### config.mk
export PLATFORM = sky130hd
export DESIGN_NAME = key_value_frame_parser_unit
export DESIGN_NICKNAME = d
export VERILOG_FILES = /design/src/sv/kvfp_pkg.sv /design/src/sv/kvfp_front.sv /design/src/sv/kvfp_queue.sv /design/src/sv/kvfp_back.sv /design/src/sv/key_value_frame_parser_unit.sv
export SDC_FILE = /design/constraint.sdc
export NUM_CORES = 1
export LEC_CHECK = 0
export ABC_AREA = 0
export BUFFER_PORTS_ARGS = -buffer_cell sky130_fd_sc_hd__buf_2
export CAP_MARGIN = 10
export CORE_MARGIN = 2
export CORE_UTILIZATION = 45
export DETAILED_ROUTE_END_ITERATION = 10
export GPL_TIMING_DRIVEN = 0
export PLACE_DENSITY_LB_ADDON = 0.15
export SLEW_MARGIN = 10
export SYNTH_ARGS = -nofsm -noshare
export SYNTH_HDL_FRONTEND = slang
export SYNTH_HIERARCHICAL = 1
export SYNTH_SLANG_ARGS = --single-unit
### constraint.sdc
create_clock -name clk -period 17.3 [get_ports clk]
set_clock_uncertainty 0.2 [all_clocks]
set_input_delay 1.73 -clock clk [delete_from_list [all_inputs] [get_ports clk]]
set_output_delay 1.73 -clock clk [all_outputs]
set_load 0.05 [all_outputs]
### src/sv/kvfp_pkg.sv
// Shared types and constants for the key/value frame parser.
// Holds byte codes, result kinds and the queue entry type; no dependencies.
package kvfp_pkg;

	// Result kinds
	localparam logic [1:0] KIND_START = 2'd0;
	localparam logic [1:0] KIND_VALUE = 2'd1;
	localparam logic [1:0] KIND_END   = 2'd2;

	// Byte codes
	localparam logic [7:0] SEP_FIRST  = 8'hC0;
	localparam logic [7:0] SEP_SECOND = 8'h80;
	localparam logic [7:0] NINE_CHAR  = 8'h39;
	localparam logic [7:0] MAIL_MARK  = 8'h01;
	localparam logic [7:0] NUL_CHAR   = 8'h00;
	localparam logic [7:0] CH_ZERO    = 8'h30;
	localparam logic [7:0] CH_NINE    = 8'h39;
	localparam logic [7:0] CH_PLUS    = 8'h2B;
	localparam logic [7:0] CH_MINUS   = 8'h2D;
	localparam logic [7:0] CH_SPACE   = 8'h20;
	localparam logic [7:0] CH_TAB     = 8'h09;
	localparam logic [7:0] CH_CR      = 8'h0D;

	// Key magnitude limits
	localparam logic [31:0] MAG_CAP = 32'h8000_0000;
	localparam logic [31:0] POS_MAX = 32'h7FFF_FFFF;

	// Defaults
	localparam int KEY_BUFFER_DEF = 64;
	localparam int QUEUE_DEPTH    = 4;

	// Results caused by one input word: a first result, and optionally a pair end after it
	typedef struct packed {
		logic [1:0]        kind;
		logic signed [31:0] key;
		logic [7:0]        value;
		logic              two;
	} kvfp_entry_t;

	// Queue status seen by the top level and the back part
	typedef struct packed {
		logic full;
		logic empty;
	} kvfp_qstat_t;

endpackage

### src/sv/kvfp_front.sv
// Front part: accepts body bytes, runs the pair parser and key conversion.
// Depends on kvfp_pkg; produces one queue entry per byte that causes results.
module kvfp_front import kvfp_pkg::*; #(
	parameter int KEY_BUFFER = KEY_BUFFER_DEF
) (
	input  logic        clk,
	input  logic        arst_n,
	input  logic        take,
	input  logic [7:0]  data_byte,
	input  logic        last_byte,
	output logic        push,
	output kvfp_entry_t entry
);

	localparam int KLW = $clog2(KEY_BUFFER);
	localparam logic [KLW-1:0] KEY_MAX = KLW'(KEY_BUFFER - 1);

	typedef enum logic [2:0] {
		PH_KEY, PH_NULSKIP, PH_VALUE, PH_DROP_A, PH_DROP_B
	} phase_t;

	typedef enum logic [1:0] {
		NP_SPACE, NP_SIGN, NP_DIGITS, NP_DONE
	} nphase_t;

	logic [7:0]     held_byte_q, held_byte_d;
	logic           held_valid_q, held_valid_d;
	phase_t         phase_q, phase_d;
	logic           pair_start_q, pair_start_d;
	logic           pkt_start_q, pkt_start_d;
	logic           nine_q, nine_d;
	logic [KLW-1:0] klen_q, klen_d;
	logic [31:0]    mag_q, mag_d;
	logic           neg_q, neg_d;
	nphase_t        nphase_q, nphase_d;
	logic           mail_q, mail_d;

	// magnitude times ten plus digit, saturated at 2^31
	function automatic logic [31:0] add_digit(input logic [31:0] mag, input logic [7:0] c);
		logic [35:0] m;
		m = ({4'b0, mag} << 3) + ({4'b0, mag} << 1) + 36'(c - CH_ZERO);
		return (m > 36'(MAG_CAP)) ? MAG_CAP : m[31:0];
	endfunction

	// Next state and results for the word on the input
	always_comb begin
		logic [7:0]  h;
		logic        sep;
		logic        consumed;
		logic        is_digit;
		logic        is_space;
		logic [31:0] keyv;

		held_byte_d  = held_byte_q;
		held_valid_d = held_valid_q;
		phase_d      = phase_q;
		pair_start_d = pair_start_q;
		pkt_start_d  = 1'b0;
		nine_d       = pkt_start_q ? (data_byte == NINE_CHAR) : nine_q;
		klen_d       = klen_q;
		mag_d        = mag_q;
		neg_d        = neg_q;
		nphase_d     = nphase_q;
		mail_d       = mail_q;
		push         = 1'b0;
		entry        = '0;
		consumed     = 1'b0;
		h            = held_byte_q;
		sep          = (held_byte_q == SEP_FIRST) && (data_byte == SEP_SECOND);
		is_digit     = (h >= CH_ZERO) && (h <= CH_NINE);
		is_space     = (h == CH_SPACE) || ((h >= CH_TAB) && (h <= CH_CR));
		keyv         = neg_q ? (32'd0 - mag_q) : ((mag_q > POS_MAX) ? POS_MAX : mag_q);

		// held byte, classified with the incoming byte as lookahead
		if (held_valid_q) begin
			held_valid_d = 1'b0;
			if (phase_q == PH_KEY && pair_start_q) begin
				pair_start_d = 1'b0;
				mail_d       = 1'b0;
				if (h == NUL_CHAR) begin
					phase_d = PH_NULSKIP;
				end
			end
			case (phase_d)
				PH_KEY: begin
					if (sep) begin
						consumed = 1'b1;
						if (klen_q != '0 && klen_q < KEY_MAX) begin
							push        = 1'b1;
							entry.kind  = KIND_START;
							entry.key   = keyv;
							phase_d     = PH_VALUE;
						end else begin
							phase_d = PH_DROP_A;
						end
					end else if (klen_q < KEY_MAX) begin
						klen_d = klen_q + 1'b1;
						// strtol-style conversion, one character a word
						case (nphase_q)
							NP_SPACE: begin
								if (!is_space) begin
									if (h == CH_PLUS || h == CH_MINUS) begin
										neg_d    = (h == CH_MINUS);
										nphase_d = NP_SIGN;
									end else if (is_digit) begin
										mag_d    = add_digit(mag_q, h);
										nphase_d = NP_DIGITS;
									end else begin
										nphase_d = NP_DONE;
									end
								end
							end
							NP_SIGN, NP_DIGITS: begin
								if (is_digit) begin
									mag_d    = add_digit(mag_q, h);
									nphase_d = NP_DIGITS;
								end else begin
									nphase_d = NP_DONE;
								end
							end
							default: ;
						endcase
					end
				end
				PH_NULSKIP: begin
					if (sep) begin
						consumed     = 1'b1;
						phase_d      = PH_KEY;
						pair_start_d = 1'b1;
						klen_d       = '0;
						mag_d        = '0;
						neg_d        = 1'b0;
						nphase_d     = NP_SPACE;
						mail_d       = 1'b0;
					end
				end
				PH_VALUE: begin
					push = 1'b1;
					if (sep) begin
						consumed     = 1'b1;
						entry.kind   = KIND_END;
						phase_d      = PH_KEY;
						pair_start_d = 1'b1;
						klen_d       = '0;
						mag_d        = '0;
						neg_d        = 1'b0;
						nphase_d     = NP_SPACE;
						mail_d       = 1'b1;
					end else begin
						entry.kind  = KIND_VALUE;
						entry.value = h;
					end
				end
				default: ;
			endcase
		end

		// bytes dropped after a rejected key, and the mail marker
		if (!consumed) begin
			if (phase_d == PH_DROP_A) begin
				phase_d  = PH_DROP_B;
				consumed = 1'b1;
			end else if (phase_d == PH_DROP_B) begin
				consumed     = 1'b1;
				phase_d      = PH_KEY;
				pair_start_d = 1'b1;
				klen_d       = '0;
				mag_d        = '0;
				neg_d        = 1'b0;
				nphase_d     = NP_SPACE;
				mail_d       = 1'b1;
			end else if (phase_d == PH_KEY && pair_start_d && mail_d) begin
				mail_d = 1'b0;
				if (nine_d && data_byte == MAIL_MARK) begin
					consumed = 1'b1;
				end
			end
		end

		if (!consumed && !last_byte) begin
			held_byte_d  = data_byte;
			held_valid_d = 1'b1;
		end

		// end of body: close an open value, then back to reset state
		if (last_byte) begin
			if (phase_d == PH_VALUE) begin
				if (push) begin
					entry.two = 1'b1;
				end else begin
					push       = 1'b1;
					entry.kind = KIND_END;
				end
			end
			held_byte_d  = '0;
			held_valid_d = 1'b0;
			phase_d      = PH_KEY;
			pair_start_d = 1'b1;
			pkt_start_d  = 1'b1;
			nine_d       = 1'b0;
			klen_d       = '0;
			mag_d        = '0;
			neg_d        = 1'b0;
			nphase_d     = NP_SPACE;
			mail_d       = 1'b0;
		end
	end

	// Parser state
	always_ff @(posedge clk or negedge arst_n) begin
		if (!arst_n) begin
			held_byte_q  <= '0;
			held_valid_q <= 1'b0;
			phase_q      <= PH_KEY;
			pair_start_q <= 1'b1;
			pkt_start_q  <= 1'b1;
			nine_q       <= 1'b0;
			klen_q       <= '0;
			mag_q        <= '0;
			neg_q        <= 1'b0;
			nphase_q     <= NP_SPACE;
			mail_q       <= 1'b0;
		end else if (take) begin
			held_byte_q  <= held_byte_d;
			held_valid_q <= held_valid_d;
			phase_q      <= phase_d;
			pair_start_q <= pair_start_d;
			pkt_start_q  <= pkt_start_d;
			nine_q       <= nine_d;
			klen_q       <= klen_d;
			mag_q        <= mag_d;
			neg_q        <= neg_d;
			nphase_q     <= nphase_d;
			mail_q       <= mail_d;
		end
	end

	a_pair_start_in_key: assert property (@(posedge clk) disable iff (!arst_n)
		pair_start_q |-> (phase_q == PH_KEY))
		else $error("pair start flagged outside key phase");

	a_body_end_clears: assert property (@(posedge clk) disable iff (!arst_n)
		(take && last_byte) |=> (!held_valid_q && pkt_start_q && klen_q == '0))
		else $error("state not cleared after final word");

	a_mag_capped: assert property (@(posedge clk) disable iff (!arst_n)
		mag_q <= MAG_CAP)
		else $error("key magnitude beyond saturation limit");

endmodule

### src/sv/kvfp_queue.sv
// Short queue between the parser front and the output back part.
// Depends on kvfp_pkg; one entry carries all results of one input word.
module kvfp_queue import kvfp_pkg::*; (
	input  logic        clk,
	input  logic        arst_n,
	input  logic        push,
	input  kvfp_entry_t wr_entry,
	input  logic        pop,
	output kvfp_entry_t rd_entry,
	output kvfp_qstat_t stat
);

	localparam int PW = $clog2(QUEUE_DEPTH);

	kvfp_entry_t   entries_q [QUEUE_DEPTH];
	logic [PW-1:0] wr_ptr_q;
	logic [PW-1:0] rd_ptr_q;
	logic [PW:0]   count_q;

	assign stat.full  = (count_q == (PW+1)'(QUEUE_DEPTH));
	assign stat.empty = (count_q == '0);
	assign rd_entry   = entries_q[rd_ptr_q];

	// Entry storage
	always_ff @(posedge clk) begin
		if (push) begin
			entries_q[wr_ptr_q] <= wr_entry;
		end
	end

	// Pointers and fill count
	always_ff @(posedge clk or negedge arst_n) begin
		if (!arst_n) begin
			wr_ptr_q <= '0;
			rd_ptr_q <= '0;
			count_q  <= '0;
		end else begin
			if (push) begin
				wr_ptr_q <= wr_ptr_q + 1'b1;
			end
			if (pop) begin
				rd_ptr_q <= rd_ptr_q + 1'b1;
			end
			case ({push, pop})
				2'b10:   count_q <= count_q + 1'b1;
				2'b01:   count_q <= count_q - 1'b1;
				default: count_q <= count_q;
			endcase
		end
	end

	a_no_overflow: assert property (@(posedge clk) disable iff (!arst_n)
		!(push && stat.full && !pop))
		else $error("write into full queue");

	a_no_underflow: assert property (@(posedge clk) disable iff (!arst_n)
		!(pop && stat.empty))
		else $error("read from empty queue");

endmodule

### src/sv/kvfp_back.sv
// Back part: unpacks queue entries into single results in an output register.
// Depends on kvfp_pkg; a second result of an entry is always a pair end.
module kvfp_back import kvfp_pkg::*; (
	input  logic               clk,
	input  logic               arst_n,
	input  kvfp_entry_t        head,
	input  kvfp_qstat_t        stat,
	output logic               pop,
	output logic               out_valid,
	input  logic               out_stall,
	output logic [1:0]         event_kind,
	output logic signed [31:0] key_number,
	output logic [7:0]         value_byte,
	output logic               run_end
);

	logic        valid_q;
	logic        second_q;
	logic        load;
	logic [1:0]  kind_q;
	logic [31:0] key_q;
	logic [7:0]  value_q;
	logic        run_end_q;

	// output register free or being emptied this cycle
	assign load = (!valid_q || !out_stall) && !stat.empty;
	assign pop  = load && (second_q || !head.two);

	assign out_valid  = valid_q;
	assign event_kind = kind_q;
	assign key_number = key_q;
	assign value_byte = value_q;
	assign run_end    = run_end_q;

	// Output register and position within the head entry
	always_ff @(posedge clk or negedge arst_n) begin
		if (!arst_n) begin
			valid_q   <= 1'b0;
			second_q  <= 1'b0;
			kind_q    <= KIND_START;
			key_q     <= '0;
			value_q   <= '0;
			run_end_q <= 1'b0;
		end else if (load) begin
			valid_q <= 1'b1;
			if (second_q) begin
				kind_q    <= KIND_END;
				key_q     <= '0;
				value_q   <= '0;
				run_end_q <= 1'b1;
				second_q  <= 1'b0;
			end else begin
				kind_q    <= head.kind;
				key_q     <= head.key;
				value_q   <= head.value;
				run_end_q <= !head.two;
				second_q  <= head.two;
			end
		end else if (!out_stall) begin
			valid_q <= 1'b0;
		end
	end

	a_second_has_head: assert property (@(posedge clk) disable iff (!arst_n)
		second_q |-> !stat.empty)
		else $error("pending pair end without queue entry");

	a_second_after_first: assert property (@(posedge clk) disable iff (!arst_n)
		second_q |-> (valid_q && !run_end_q))
		else $error("pair end pending but first result closed the word");

endmodule

### src/sv/key_value_frame_parser_unit.sv
// Key/value frame parser, top level.
// Depends on kvfp_pkg, kvfp_front, kvfp_queue and kvfp_back.
//
// Takes one packet body byte per cycle and gives pair start (with the decimal
// key), value byte and pair end results, one per cycle unless the receiver
// stalls. A byte is held in a one-byte lookahead register, so its results
// come out when the next byte arrives; a final byte may also close an open
// value. Input accept goes low only while the four-entry queue between the
// parser and the output register is full; each entry carries all results of
// one byte (one, or one plus a pair end), so a byte that causes two results
// gives them on the output one after the other. Results pass through the
// queue and the output register. There is no start-up sweep: the block
// takes bytes from the first cycle after reset.
module key_value_frame_parser_unit import kvfp_pkg::*; #(
	parameter int KEY_BUFFER = KEY_BUFFER_DEF
) (
	input  logic               clk,
	input  logic               arst_n,
	input  logic               in_valid,
	output logic               in_stall,
	input  logic [7:0]         data_byte,
	input  logic               last_byte,
	output logic               out_valid,
	input  logic               out_stall,
	output logic [1:0]         event_kind,
	output logic signed [31:0] key_number,
	output logic [7:0]         value_byte,
	output logic               run_end
);

	logic        take;
	logic        push_raw;
	logic        pop;
	kvfp_entry_t wr_entry;
	kvfp_entry_t head;
	kvfp_qstat_t stat;

	assign in_stall = stat.full;
	assign take     = in_valid && !stat.full;

	kvfp_front #(
		.KEY_BUFFER (KEY_BUFFER)
	) u_front (
		.clk       (clk),
		.arst_n    (arst_n),
		.take      (take),
		.data_byte (data_byte),
		.last_byte (last_byte),
		.push      (push_raw),
		.entry     (wr_entry)
	);

	kvfp_queue u_queue (
		.clk      (clk),
		.arst_n   (arst_n),
		.push     (push_raw && take),
		.wr_entry (wr_entry),
		.pop      (pop),
		.rd_entry (head),
		.stat     (stat)
	);

	kvfp_back u_back (
		.clk        (clk),
		.arst_n     (arst_n),
		.head       (head),
		.stat       (stat),
		.pop        (pop),
		.out_valid  (out_valid),
		.out_stall  (out_stall),
		.event_kind (event_kind),
		.key_number (key_number),
		.value_byte (value_byte),
		.run_end    (run_end)
	);

endmodule

* Yosys cells after proc, flatten, opt, wreduce, memory -nomap -nowiden
Memory sizes are Yosys's and may differ from the RTL's.
Index checks and enable logic that the tools add are counted.
** Cells by class
- Equality and inequality tests :: 18
- Reduce and logical (&&, ||, !) cells :: 37
- Order comparisons :: 7
- Mux-type cells :: 125
- $add $sub $neg :: 9
** Operator list (number)
- $mux W32 :: 17
- $pmux W32 S2 :: 2
- $mux W1 :: 57
- $mux W6 :: 8
- $mux W42 :: 1
- $mux W8 :: 5
- $add A35 B33 Y36 :: 1
- $add A36 B36 Y36 :: 1
- $gt A36 B32 Y1 const B :: 1
- $mux W34 :: 1
- $eq A8 B6 Y1 const B :: 4
- $gt A32 B31 Y1 const B :: 1
- $sub A1 B32 Y32 const A :: 1
- $mux W2 :: 15
- $mux W3 :: 10
- $eq A8 B8 Y1 const B :: 2
- $logic_and A1 B1 Y1 :: 13
- $logic_not A3 Y1 :: 4
- $pmux W2 S2 :: 3
- $pmux W3 S2 :: 2
- $pmux W6 S2 :: 1
- $eq A3 B2 Y1 const B :: 3
- $sub A8 B6 Y9 const B :: 1
- $eq A8 B1 Y1 const B :: 1
- 24 further kinds :: 41
** Word-level totals
- Output and inout bits :: 45
- Register bits :: 109
- Memories kept :: 1
- Memory bits (writable) :: 172
- Input bits :: 13
** Memories
- u_queue.entries_q :: words 4, bits a word 43, rd ports 1, clocked after memory_dff 0, write ports 1, line kvfp_queue.sv:15 : kvfp_entry_t entries_q [QUEUE_DEPTH];

* Depth between registers and ports, before layout
Gate-level depths: netlist of the first run.
- Depth after elaboration :: 19
- Gate-level depth with buffers :: 17
- Depth with buffers taken out :: 17

* Cells and area by module
The synthesis of the first run kept the hierarchy.
** Modules (own cells, without submodules)
- kvfp_front :: cells an instance 918, times used 1, area each 7280.7 um^2
- kvfp_queue :: cells an instance 262, times used 1, area each 6662.6 um^2
- kvfp_back :: cells an instance 146, times used 1, area each 1980.6 um^2
- key_value_frame_parser_unit :: cells an instance 2, times used 1, area each 15.0 um^2

* Worst setup path after synthesis of the first run
Ideal clock, no wire load.
- Path kind :: reg2reg
- From :: reg u_front.held_byte_q[4]
- To :: reg u_front.mag_q[14]
- Path slack :: 11.373 ns
- Period minus slack after synthesis :: 5.927 ns
- Arrival time :: 5.616 ns
- Buffers on the path :: 1
- Library setup time :: 0.111 ns
- Required time :: 16.989 ns
- Cell stages (with the launch flop) :: 16
- Path through :: dfrtp_1 ha_1 or3_1 inv_1 fa_1 ha_1 clkbuf_1 a21oi_1 o21ai_0 o41a_1 or3_1 a2111oi_2 nand4_1 o41a_1 or3_4 a2111oi_2
** On the way
- Cells in the longest elaborated chain, start to end :: 16
** Ends and longest elaborated chain
- start: declaration :: line kvfp_front.sv:26 : logic [7:0] held_byte_q, held_byte_d;
- start signal: assignment :: line kvfp_front.sv:224 : held_byte_q <= held_byte_d;
- $sub A8 B6 Y9 :: line kvfp_front.sv:41 : m = ({4'b0, mag} << 3) + ({4'b0, mag} << 1) + 36'(c - CH_ZERO);
- $add A36 B36 Y36 :: line kvfp_front.sv:41
- $gt A36 B32 Y1 :: line kvfp_front.sv:42 : return (m > 36'(MAG_CAP)) ? MAG_CAP : m[31:0];
- $mux W32 :: line kvfp_front.sv:42
- $mux W32 :: line kvfp_front.sv:105, kvfp_front.sv:114
- $mux W32 :: line kvfp_front.sv:102 : if (h == CH_PLUS || h == CH_MINUS) begin
- $mux W32 :: line kvfp_front.sv:101 : if (!is_space) begin
- $pmux W32 S2 :: line kvfp_front.sv:99 : case (nphase_q)
- $mux W32 :: line kvfp_front.sv:96 : end else if (klen_q < KEY_MAX) begin
- $mux W32 :: line kvfp_front.sv:86 : if (sep) begin
- $pmux W32 S2 :: line kvfp_front.sv:84 : case (phase_d)
- $mux W32 :: line kvfp_front.sv:75 : if (held_valid_q) begin
- $mux W32 :: line kvfp_front.sv:163 : end else if (phase_d == PH_DROP_B) begin
- $mux W32 :: line kvfp_front.sv:160 : if (phase_d == PH_DROP_A) begin
- $mux W32 * :: line kvfp_front.sv:159 : if (!consumed) begin
- $mux W32 * :: line kvfp_front.sv:186 : if (last_byte) begin
- end signal: assignment :: line kvfp_front.sv:231 : mag_q <= mag_d;
- end: declaration :: line kvfp_front.sv:33 : logic [31:0] mag_q, mag_d;
Mark *: on every way between the ends. The rest lies on a longest branch, timed or not. The select of a mux whose other input is x is not followed.
A chain may end at the register's enable or synchronous reset.

* Worst setup path in the final report of the first run
- From :: reg u_front.held_byte_q[4]
- To :: reg u_front.mag_q[15]
Same word-level chain as after synthesis.

==> impl_metrics.sql, run 1 <==
INSERT INTO impl_metrics (metric_group, metric, value, unit) VALUES
('drt', 'drt_wl_total', '38880', 'µm'),
('worst_setup_path', 'cpMaxStageDelayCell', 'nor3_1', ''),
('logic_synthesis', 'synth_cell_types', '84', ''),
('logic_synthesis', 'synthArstFlopShare', '38.79', '%'),
('logic_synthesis', 'leading_register_cell_type_out_of_synthesis', 'edfxtp_1', ''),
('grt', 'first_global_vias', '11139', ''),
('sta', 'finalSetupTns', '0', 'ns'),
('final_layout', 'area.sequential', '0.007895', 'mm²'),
('worst_setup_path', 'critPathMaxStageDelay', '0.78', 'ns'),
('sta', 'final-max-slew-violation-count', '0', ''),
('power', 'cellPowerDensity', '133.2', 'mW/mm²'),
('job', 'drv.max_cap_violation_count', '0', ''),
('worst_setup_path', 'capture_instance_of_the_worst_register_to_register_path', 'u_front/mag_q[15]$_DFFE_PN0P_', ''),
('worst_setup_path', 'crit_required', '17.58', 'ns'),
('drt', 'drt-pass1-iter-count', '5', ''),
('placement', 'dpl.hpwl', '28760', 'µm'),
('logic_synthesis', 'sequential_cell_area_fraction_in_the_yosys_report', '49.53', '%'),
('sta', 'final_min_period_over_clock_period', '38.94', '%'),
('worst_setup_path', 'timing.critical_path.arrival', '7.01', 'ns'),
('placement', 'place.gp.congestion', '0.9026', ''),
('cts', 'clkLatencyLatePin', '0.55', 'ns'),
('worst_hold_path', 'hold_path_cell_cnt', '1', ''),
('logic_synthesis', 'yosys-top-cells-area', 'edfxtp_1, dfrtp_1, mux4_2', ''),
('worst_setup_path', 'crit_fanout', '26', ''),
('placement', 'port-buffer-count', '56', ''),
('final_layout', 'nFillCells', '3039', ''),
('final_layout', 'nets', '1518', ''),
('logic_synthesis', 'yosys_register_bits', '281', ''),
('floorplan', 'design.die.area', '0.03694', 'mm²'),
('cts', 'clk_pin_slew', '0.06', 'ns'),
('cts', 'number_of_buffers_inserted_during_clock_tree_synthesis', '30', ''),
('drt', 'route.antenna.remaining_nets', '0', ''),
('logic_synthesis', 'synth-warning-count', '6', ''),
('power', 'ir_worst_vdd', '0.0001133', 'V'),
('floorplan', 'core.rowCount', '68', ''),
('logic_synthesis', 'synth.cell_area', '0.01594', 'mm²'),
('final_layout', 'post-route-cell-area', '0.01789', 'mm²'),
('logic_synthesis', 'syn-num-nets', '1425', ''),
('outcome', 'status', 'complete, no violations', ''),
('logic_synthesis', 'synth.top_cells.by_count', 'edfxtp_1, dfrtp_1, nand2_1', ''),
('grt', 'globalRouteTotalUtil', '21.48', '%'),
('cts', 'postCtsSetupBuffers', '0', ''),
('cts', 'cts.sinks', '281', ''),
('drt', 'wire_per_inst', '20.46', 'µm'),
('worst_setup_path', 'nature_of_the_critical_path_startpoint', 'register', ''),
('grt', 'grt_overflow_total', '0', ''),
('worst_setup_path', 'regToRegSetupSlack', '10.56', 'ns'),
('grt', 'grt_pass1_wl', '61970', 'µm'),
('power', 'power_leakage', '0.006615', 'µW'),
('drt', 'via_count', '11140', ''),
('floorplan', 'die_height', '192.2', 'µm'),
('worst_setup_path', 'crit-reg2reg-launch', 'u_front/held_byte_q[4]$_DFFE_PN0P_', ''),
('final_layout', 'area_growth_syn_to_layout', '12.24', '%'),
('worst_setup_path', 'worst_path_cell_chain', 'ha_1 -> or3_1 -> inv_2 -> fa_1 -> ha_1 -> clkbuf_1 -> a21oi_1 -> o21ai_0 -> o41a_1 -> or3_1 -> a2111oi_2 -> nand4_1 -> o41a_1 -> nor3_1 -> a22o_1', ''),
('grt', 'grt_max_degree', '67', ''),
('worst_setup_path', 'worst_setup_startpoint', 'u_front/held_byte_q[4]$_DFFE_PN0P_', ''),
('floorplan', 'initial_utilization', '45.92', '%'),
('logic_synthesis', 'synth_largest_type_area_fraction', '32.40', '%'),
('sta', 'finalSetupViolCount', '0', ''),
('cts', 'cts-resized-gates', '0', ''),
('logic_synthesis', 'synth_enable_flop_cells', '172', ''),
('drt', 'remaining_drc_errors', '0', ''),
('cts', 'buffer_type_at_the_clock_tree_root', 'clkbuf_16', ''),
('floorplan', 'core', '0.03471', 'mm²'),
('sta', 'max_freq', '0.1484', 'GHz'),
('cts', 'cts_tree', 'done', ''),
('sta', 'worst_slew_pin_slew', '0.9015', 'ns'),
('worst_setup_path', 'worst-r2r-cell-count', '15', ''),
('grt', 'antenna_found_initial', '0', ''),
('worst_setup_path', 'timing.setup.critical_path_class', 'reg -> reg', ''),
('final_layout', 'drive_above_1_share', '16.40', '%');
==> worst min path at each step <==
stage	end	startpoint	slack [ns]
2_1_floorplan	u_front/nine_q$_DFFE_PN0P_	u_front/nine_q$_DFFE_PN0P_	0.25
3_3_place_gp	u_front/nine_q$_DFFE_PN0P_	u_front/nine_q$_DFFE_PN0P_	0.27
3_5_place_dp	u_back/key_number[12]$_DFFE_PN0P_	u_back/key_number[12]$_DFFE_PN0P_	0.28
6_report	u_back/key_number[12]$_DFFE_PN0P_	u_back/key_number[12]$_DFFE_PN0P_	0.29
5_1_grt	u_back/key_number[22]$_DFFE_PN0P_	u_back/key_number[22]$_DFFE_PN0P_	0.31
4_1_cts	u_back/key_number[12]$_DFFE_PN0P_	u_back/key_number[12]$_DFFE_PN0P_	0.29
==> critical path: cells and delay by family, from the launching register on <==
family | cells | cell delay, ns
compound gates | 6 | 2.30
buf+inv | 2 | 0.75
flops | 1 | 0.44
simple gates | 4 | 1.81
fa+ha+maj | 3 | 1.11
==> placed cells by master, fill, tap and decap left out, drive strengths merged, types with 46 or more instances in the layout <==
| cell | n |
|---|---|
| buf | 82 |
| nor2b | 53 |
| nor2 | 67 |
| inv | 49 |
| o21ai | 74 |
| a21oi | 63 |
| ha | 52 |
| mux2 | 46 |
| edfxtp | 172 |
| clkbuf | 81 |
| nand2 | 84 |
| dfrtp | 107 |
==> layout make-up <==
class                           instances  share of cell area [%]
Sequential cell                       281                   44.13
Buffer                                 64                   1.986
Inverter                               49                   1.028
Timing Repair Buffer                   61                   2.203
Multi-Input combinational cell        934                   42.01
Clock buffer                           38                   4.420
Tap cell                              455                   3.182
Clock inverter                         18                   1.035
==> per-stage QoR <==
step	power [µW]	hold WS (ns)	worst slack, ns	utilization, %	instances
floorplan	1538	0.2504	11.37	-	1328
global placement	1757	0.2659	10.14	48.36	1839
detailed placement	1773	0.2773	10.58	48.71	1844
CTS	2407	0.2909	10.52	51.52	1900
global route	2523	0.3070	10.24	51.54	1900
finish	2383	0.2858	10.56	51.54	1900
==> kinds of logic after synthesis <==
kind of cell / Yosys count / synth area share (%)
AOI/OAI and AO/OA: 333 / 14.52
xor gates and xnor gates: 32 / 1.758
adders and majority gates: 84 / 8.101
buffers and inverters: 113 / 3.383
DFF: 281 / 49.53
muxes: 95 / 9.820
and+or+nand+nor: 390 / 12.88
==> power breakdown <==
part | switching, µW | internal, µW
clock network | 259 | 369
logic | 612 | 326
registers | 45.3 | 773
==> routing by layer <==
metal | global-route usage, % | share of wire [%] | wire length [µm] | up-vias
li1 | - | - | - | 5273
met1 | 29.89 | 46 | 17800 | 5532
met2 | 35.87 | 48 | 18560 | 284
met3 | 2.229 | 4.2 | 1644 | 51
met4 | 5.960 | 2.2 | 874 | 0
met5 | 0 | 0 | 0 | -
==> registers in the layout, indices dropped and copies added, names as in the netlist <==
signal	flops
u_front/neg_q	1
u_back/run_end	1
u_queue/rd_ptr_q	2
u_front/mag_q	32
u_front/klen_q	6
u_front/mail_q	1
u_queue/entries_q	172
u_queue/wr_ptr_q	2
u_back/event_kind	2
u_front/nphase_q	2
u_queue/count_q	3
u_back/second_q	1
u_front/pkt_start_q	1
u_front/nine_q	1
u_front/held_byte_q	8
u_front/held_valid_q	1
u_front/pair_start_q	1
u_front/phase_q	3
u_back/key_number	32
u_back/value_byte	8
u_back/out_valid	1
Note: power is estimated with default switching activity, not from simulation.
==> run 2, diff against run 1 <==
==> constraint.sdc (replaced) <==
create_clock -name clk -period 6.13 [get_ports clk]
set_clock_uncertainty 0.2 [all_clocks]
set_input_delay 0.613 -clock clk [delete_from_list [all_inputs] [get_ports clk]]
set_output_delay 0.613 -clock clk [all_outputs]
set_load 0.05 [all_outputs]
==> run 2 against run 1 <==
Largest cell class unchanged. Wire length is 1.0% higher. Critical endpoint is now u_front/mag_q[6]$_DFFE_PN0P_. Sequential share of layout area is 0.29 points lower. Non-clock buffer count stayed put. Fmax is 14% higher. Die area stayed put. Via count is 0.22% lower.
==> impl_metrics.sql, run 2 (same netlist as run 1, synthesis figures left out) <==
INSERT INTO impl_metrics (metric_group, metric, value, unit) VALUES
('cts', 'number_of_buffers_inserted_during_clock_tree_synthesis', '30', ''),
('final_layout', 'post_layout_nonfiller_instances', '1901', ''),
('sta', 'final-max-slew-violation-count', '0', ''),
('final_layout', 'mostFrequentLayoutCell', 'edfxtp_1', ''),
('floorplan', 'die_height', '192.2', 'µm'),
('final_layout', 'nets', '1519', ''),
('drt', 'wire_per_inst', '20.66', 'µm'),
('drt', 'drt_wl_total', '39270', 'µm'),
('final_layout', 'largest-register', 'u_queue/entries_q', ''),
('grt', 'globalRouteTotalUtil', '21.56', '%'),
('power', 'power_leakage', '0.006641', 'µW'),
('drt', 'detailedRoute.firstIterationViolations', '767', ''),
('final_layout', 'mostFrequentLayoutCells', 'edfxtp_1, dfrtp_1, nand2_1', ''),
('sta', 'post-route-worst-setup-slack', '0.2433', 'ns'),
('worst_hold_path', 'worstHoldPathType', 'in -> reg', ''),
('final_layout', 'post-route-cell-area', '0.01801', 'mm²'),
('cts', 'deepest_clock_path_buffer_count', '3', ''),
('cts', 'cts.sinks', '281', ''),
('worst_setup_path', 'crit_path_end_kind', 'register', ''),
('cts', 'clkLatencyLatePin', '0.55', 'ns'),
('sta', 'worst_slew_margin_rel', '48.04', '%'),
('floorplan', 'die_width', '192.2', 'µm'),
('final_layout', 'area_growth_syn_to_layout', '12.97', '%'),
('worst_setup_path', 'capture_instance_of_the_worst_register_to_register_path', 'u_front/mag_q[6]$_DFFE_PN0P_', ''),
('cts', 'buffer_type_at_the_clock_tree_root', 'clkbuf_16', ''),
('cts', 'cts_tree', 'done', ''),
('final_layout', 'drive_above_1_share', '17.29', '%'),
('worst_setup_path', 'timing.critical_path.arrival', '6.14', 'ns'),
('grt', 'grt_max_degree', '67', ''),
('worst_setup_path', 'timing.setup.critical_path_class', 'reg -> reg', ''),
('drt', 'via_count', '11115', ''),
('worst_hold_path', 'hold_path_cell_cnt', '2', ''),
('grt', 'grt_pass1_wl', '62140', 'µm'),
('final_layout', 'largest_reg_flops', '172', ''),
('placement', 'place.gp.congestion', '0.9026', ''),
('grt', 'antenna_found_initial', '0', ''),
('worst_hold_path', 'worst_hold_startpoint', 'data_byte[6]', ''),
('worst_hold_path', 'timing.hold.worst_endpoint', 'u_front/held_byte_q[6]$_DFFE_PN0P_', ''),
('sta', 'finalSetupViolCount', '0', ''),
('sta', 'max_freq', '0.1699', 'GHz'),
('floorplan', 'core', '0.03471', 'mm²'),
('placement', 'detailed_place.area', '0.01691', 'mm²'),
('floorplan', 'design.die.area', '0.03694', 'mm²'),
('floorplan', 'design.portCount', '58', ''),
('sta', 'fin_worst_hold_slack', '0.09676', 'ns'),
('drt', 'drt-pass1-iter-count', '5', ''),
('drt', 'remaining_drc_errors', '0', ''),
('worst_setup_path', 'nature_of_the_critical_path_startpoint', 'register', ''),
('outcome', 'status', 'complete, no violations', ''),
('power', 'ir_worst_vdd', '0.0003199', 'V'),
('power', 'cellPowerDensity', '376.1', 'mW/mm²'),
('job', 'drv.max_cap_violation_count', '0', ''),
('placement', 'port-buffer-count', '56', ''),
('cts', 'clk_pin_slew', '0.06', 'ns'),
('sta', 'timing.final.hold_violations', '0', ''),
('worst_setup_path', 'crit-reg2reg-launch', 'u_front/held_byte_q[5]$_DFFE_PN0P_', ''),
('sta', 'final.min_clock_period', '5.887', 'ns'),
('final_layout', 'insertedDiodeCount', '0', ''),
('floorplan', 'core.rowCount', '68', ''),
('grt', 'first_global_vias', '11175', ''),
('drt', 'route.antenna.remaining_nets', '0', ''),
('placement', 'dpl_worst_slack', '-0.5885', 'ns'),
('grt', 'grt_overflow_total', '0', ''),
('sta', 'final_min_period_over_clock_period', '96.03', '%'),
('final_layout', 'nFillCells', '3035', ''),
('drt', 'route.detailed.vias_per_inst', '5.847', ''),
('cts', 'cts_max_level', '1', ''),
('worst_setup_path', 'crit_required', '6.38', 'ns'),
('worst_setup_path', 'worst-r2r-cell-count', '17', ''),
('sta', 'worst_slew_pin_slew', '0.7742', 'ns'),
('floorplan', 'initial_utilization', '45.92', '%'),
('worst_setup_path', 'regToRegSetupSlack', '0.24', 'ns'),
('placement', 'dpl.hpwl', '28760', 'µm'),
('placement', 'placed_cells_incl_taps', '1844', ''),
('worst_setup_path', 'crit_fanout', '13', '');
-- run 2: cell count changes in the layout (fill, tap and decap cells not counted), moves of 2 or more --
| cell | previous run | this run |
|---|---|---|
| o21ai_1 | 27 | 29 |
| a21oi_2 | 0 | 3 |
| clkbuf_1 | 50 | 48 |
| o21ai_0 | 47 | 45 |
| a21oi_1 | 62 | 59 |
-- run 2: per-stage QoR --
stage	power [µW]	TNS [ns]	util (%)
3_5_place_dp	5004	-11.34	48.71
3_3_place_gp	4959	-25.42	48.36
2_1_floorplan	4342	0	-
5_1_grt	7162	-0.06435	51.87
6_report	6773	0	51.87
4_1_cts	6823	0	51.72
-- run 2: timing repair --
action | in CTS | in global routing
setup buffers | 0 | 1
endpoints found under the setup margin | 28 | 28
pin swaps | 0 | 2
hold buffers | 1 | 0
endpoints found under the hold margin | 43 | 0
gates cloned | 1 | 0
resized for setup | 10 | 10
-- run 2: worst max-delay path, stage by stage, from the launching register on --
cell	delay (ns)
dfrtp_1	0.46
ha_1	0.27
or3_4	0.49
bufinv_16	0.28
fa_1	0.43
ha_1	0.29
clkbuf_1	0.20
a21oi_1	0.25
o21ai_0	0.17
a31oi_1	0.31
o2bb2ai_2	0.16
o2111ai_1	0.30
or3b_1	0.41
a32oi_2	0.31
nand4_1	0.32
or3_1	0.39
clkbuf_1	0.29
o22ai_1	0.22
-- run 2: worst max path at each step --
stage,from,to,slack (ns)
final,u_front/held_byte_q[5]$_DFFE_PN0P_,u_front/mag_q[6]$_DFFE_PN0P_,0.24
after global routing,u_front/held_byte_q[5]$_DFFE_PN0P_,u_front/mag_q[6]$_DFFE_PN0P_,-0.02
after CTS,u_front/held_byte_q[4]$_DFFE_PN0P_,u_front/mag_q[14]$_DFFE_PN0P_,0.04
after detailed placement,u_front/held_byte_q[4]$_DFFE_PN0P_,u_front/mag_q[14]$_DFFE_PN0P_,-0.59
after global placement,u_front/held_byte_q[4]$_DFFE_PN0P_,u_front/mag_q[15]$_DFFE_PN0P_,-1.03
after floorplan,u_front/held_byte_q[4]$_DFFE_PN0P_,u_front/mag_q[14]$_DFFE_PN0P_,0.20
-- run 2: routing by layer --
metal	share of wire (%)	routed length [µm]	global-route usage, %	up-vias
li1	-	-	-	5276
met1	45	17770	29.93	5515
met2	48	18880	36.07	271
met3	4.5	1748	2.229	53
met4	2.2	879	6.019	0
met5	0	0	0	-
-- run 2: area by class of cell --
class | count | area [µm²] | share of cell area (%)
clock inverter | 18 | 185.2 | 1.028
clock buffer | 38 | 790.8 | 4.392
tap | 455 | 569.3 | 3.162
timing repair inverter | 1 | 8.758 | 0.04864
timing repair buffer | 63 | 411.6 | 2.286
inverter | 49 | 210.2 | 1.167
buffer | 62 | 347.8 | 1.932
sequential | 281 | 7895 | 43.85
multi-input combinational | 934 | 7587 | 42.14
-- run 2: power breakdown --
| group | internal (µW) | switching [µW] |
|---|---|---|
| registers | 2180 | 128 |
| clock network | 1040 | 730 |
| logic | 945 | 1750 |
| total | 4170 | 2610 |
==> run 3, diff against run 2 <==
--- a/config.mk
+++ b/config.mk
@@ -13,6 +13,7 @@
 export DETAILED_ROUTE_END_ITERATION = 10
 export GPL_TIMING_DRIVEN = 0
 export PLACE_DENSITY_LB_ADDON = 0.15
+export REMOVE_ABC_BUFFERS = 1
 export SLEW_MARGIN = 10
 export SYNTH_ARGS = -nofsm -noshare
 export SYNTH_HDL_FRONTEND = slang
==> run 3 against run 2 <==
Die area stayed put. Power is 0.36% lower. Clock power is 5% higher. Hold slack worse by 0.012 ns. Final cell count is 2.7% lower. Highest routed layer unchanged. Critical path type unchanged. Register-to-register slack hardly changed. Largest cell class unchanged. Flip-flop and latch count stayed put. Sequential share of layout area is 0.57 points higher. Critical endpoint is now u_front/mag_q[14]$_DFFE_PN0P_. Wire length is 4.4% lower.
==> impl_metrics.sql, run 3 (same netlist as run 1, synthesis figures left out) <==
INSERT INTO impl_metrics (metric_group, metric, value, unit) VALUES
('drt', 'via_count', '10971', ''),
('final_layout', 'insertedDiodeCount', '0', ''),
('sta', 'final.min_clock_period', '5.876', 'ns'),
('final_layout', 'area_growth_syn_to_layout', '11.62', '%'),
('worst_setup_path', 'crit_required', '6.37', 'ns'),
('grt', 'grt_max_degree', '70', ''),
('drt', 'wire_per_inst', '20.31', 'µm'),
('sta', 'finalSetupViolCount', '0', ''),
('placement', 'port-buffer-count', '57', ''),
('floorplan', 'core.rowCount', '68', ''),
('cts', 'deepest_clock_path_buffer_count', '3', ''),
('floorplan', 'die_width', '192.2', 'µm'),
('worst_setup_path', 'worst-r2r-cell-count', '16', ''),
('sta', 'max_freq', '0.1702', 'GHz'),
('floorplan', 'design.die.area', '0.03694', 'mm²'),
('worst_setup_path', 'timing.setup.critical_path_class', 'reg -> reg', ''),
('worst_setup_path', 'crit-reg2reg-launch', 'u_front/held_byte_q[5]$_DFFE_PN0P_', ''),
('worst_setup_path', 'worstPathBufferInverterCount', '2', ''),
('power', 'cellPowerDensity', '379.3', 'mW/mm²'),
('worst_setup_path', 'critPathMaxStageDelay', '0.50', 'ns'),
('sta', 'unrepaired_setup_endpoints_after_global_routing', 'no', ''),
('job', 'drv.max_cap_violation_count', '0', ''),
('worst_setup_path', 'capture_instance_of_the_worst_register_to_register_path', 'u_front/mag_q[14]$_DFFE_PN0P_', ''),
('worst_setup_path', 'timing.critical_path.arrival', '6.11', 'ns'),
('power', 'pwr-share-clk', '27.4', '%'),
('worst_setup_path', 'worst_setup_startpoint', 'u_front/held_byte_q[5]$_DFFE_PN0P_', ''),
('placement', 'dpl.hpwl', '26290', 'µm'),
('final_layout', 'drive_above_1_share', '17.00', '%'),
('worst_setup_path', 'regToRegSetupSlack', '0.25', 'ns'),
('placement', 'place.gp.congestion', '0.9070', ''),
('sta', 'worst_slew_margin_rel', '23.94', '%'),
('power', 'internal_power', '4194', 'µW'),
('drt', 'route.detailed.vias_per_inst', '5.933', ''),
('cts', 'clkLatencyLatePin', '0.57', 'ns'),
('worst_hold_path', 'timing.hold.worst_endpoint', 'u_front/held_byte_q[6]$_DFFE_PN0P_', ''),
('final_layout', 'largest_reg_flops', '172', ''),
('final_layout', 'post-route-cell-area', '0.01779', 'mm²'),
('final_layout', 'mostFrequentLayoutCell', 'edfxtp_1', ''),
('final_layout', 'largest-register', 'u_queue/entries_q', ''),
('worst_setup_path', 'critical_path.top_delay_family', 'compound AO/OA/AOI/OAI gates', ''),
('sta', 'timing.final.hold_violations', '0', ''),
('drt', 'detailedRoute.firstIterationViolations', '700', ''),
('drt', 'route.antenna.remaining_nets', '0', ''),
('drt', 'drt_wl_total', '37560', 'µm'),
('grt', 'grt_pass1_wl', '60220', 'µm'),
('worst_setup_path', 'crit_path_end_kind', 'register', ''),
('power', 'netSwitchingPower', '2555', 'µW'),
('final_layout', 'nets', '1468', ''),
('cts', 'number_of_buffers_inserted_during_clock_tree_synthesis', '30', ''),
('final_layout', 'finalCoreUtilization', '51.25', '%'),
('grt', 'grt_overflow_total', '0', ''),
('placement', 'detailed_place.area', '0.01666', 'mm²'),
('worst_hold_path', 'hold_path_cell_cnt', '2', ''),
('drt', 'drt-pass1-iter-count', '5', ''),
('power', 'power_leakage', '0.006552', 'µW'),
('worst_setup_path', 'nature_of_the_critical_path_startpoint', 'register', ''),
('power', 'pwr-share-seq', '35.1', '%'),
('sta', 'worst_slew_pin_slew', '1.141', 'ns'),
('grt', 'first_global_vias', '11034', ''),
('cts', 'cts_max_level', '1', ''),
('sta', 'final-max-slew-violation-count', '0', ''),
('worst_setup_path', 'cpMaxStageDelayCell', 'o41a_1', ''),
('floorplan', 'design.portCount', '58', ''),
('cts', 'cts.sinks', '281', ''),
('drt', 'remaining_drc_errors', '0', ''),
('final_layout', 'mostFrequentLayoutCells', 'edfxtp_1, dfrtp_1, nand2_1', ''),
('floorplan', 'initial_utilization', '45.92', '%'),
('worst_setup_path', 'crit_fanout', '7', ''),
('sta', 'final_min_period_over_clock_period', '95.86', '%'),
('outcome', 'status', 'complete, no violations', ''),
('cts', 'buffer_type_at_the_clock_tree_root', 'clkbuf_16', ''),
('floorplan', 'die_height', '192.2', 'µm'),
('floorplan', 'core', '0.03471', 'mm²'),
('grt', 'globalRouteTotalUtil', '20.68', '%'),
('worst_hold_path', 'worst_hold_startpoint', 'data_byte[6]', ''),
('grt', 'antenna_found_initial', '0', ''),
('power', 'power_frac_comb', '37.5', '%'),
('power', 'ir_worst_vdd', '0.0002654', 'V'),
('power', 'swShare', '37.85', '%'),
('worst_hold_path', 'worstHoldPathType', 'in -> reg', ''),
('cts', 'clk_pin_slew', '0.06', 'ns'),
('worst_setup_path', 'worst_path_cell_chain', 'ha_1 -> or3_4 -> clkinvlp_4 -> buf_4 -> fa_1 -> ha_1 -> a21oi_1 -> o211ai_1 -> a31o_2 -> xnor2_1 -> nand3b_1 -> nor4_1 -> nand4_1 -> o41a_1 -> or3_4 -> a2111oi_2', ''),
('cts', 'cts_tree', 'done', '');
## run 3: cell types whose count changed in the layout (fill, tap and decap cells not counted), moves of 3 or more
cell | previous run | this run
a21oi_2 | 3 | 0
dfrtp_1 | 107 | 104
a21oi_1 | 59 | 62
clkbuf_1 | 48 | 7
clkinv_1 | 4 | 7
buf_2 | 65 | 57
buf_4 | 3 | 6
buf_6 | 5 | 1
## run 3: repair_timing
item                                   4_1_cts  5_1_grt
cloned                                       1        0
setup buffers                                3        3
endpoints found under the hold margin       40        0
gates resized for setup                      4        9
hold buffers                                 1        0
pin swaps                                    0        2
setup endpoints to repair                   32       23
## run 3: metal layers
| layer | GRT usage [%] | wire length, µm |
|---|---|---|
| met5 | 0 | 0 |
| met4 | 4.727 | 620 |
| met3 | 2.595 | 1907 |
| met2 | 33.83 | 17740 |
| met1 | 29.49 | 17290 |
## run 3: area by class of cell
type	count	area (µm²)
flip-flops and latches	281	7901
repair inverters	1	7.507
inverters	49	187.7
fillers	3061	16920
clock buffers	37	777.0
clock inverters	18	236.5
multi-input cells	934	7565
well taps	455	569.3
repair buffers	74	546.8
## run 3: worst max-delay path by stage
stage / endpoint / slack [ns] / depth (start not counted)
after floorplan: u_front/mag_q[14]$_DFFE_PN0P_ / 0.27 / 14
after global placement: u_front/mag_q[9]$_DFFE_PN0P_ / -0.94 / 14
after detailed placement: u_front/mag_q[15]$_DFFE_PN0P_ / -1.05 / 14
after CTS: u_front/mag_q[14]$_DFFE_PN0P_ / 0.08 / 15
after global routing: u_front/mag_q[14]$_DFFE_PN0P_ / 0.08 / 15
final: u_front/mag_q[14]$_DFFE_PN0P_ / 0.25 / 16
## run 3: power by group through the flow
stage | Sequential, µW | Combinational, µW | Clock, µW
after CTS | 2380 | 2520 | 1890
final | 2370 | 2530 | 1850
after floorplan | 2890 | 1330 | 0
after detailed placement | 2410 | 2480 | 0
after global routing | 2400 | 2760 | 1970
after global placement | 2550 | 2260 | 0
## run 3: through the flow
step / cells / TNS (ns) / setup WS (ns) / power [µW] / hold slack [ns]
2_1_floorplan: 1264 / 0 / 0.2662 / 4218 / 0.1174
3_3_place_gp: 1776 / -17.15 / -0.9381 / 4810 / 0.2617
3_5_place_dp: 1786 / -20.54 / -1.047 / 4897 / 0.2729
4_1_cts: 1846 / 0 / 0.07775 / 6787 / 0.06404
5_1_grt: 1849 / 0 / 0.07949 / 7128 / 0.07530
6_report: 1849 / 0 / 0.2538 / 6748 / 0.08516
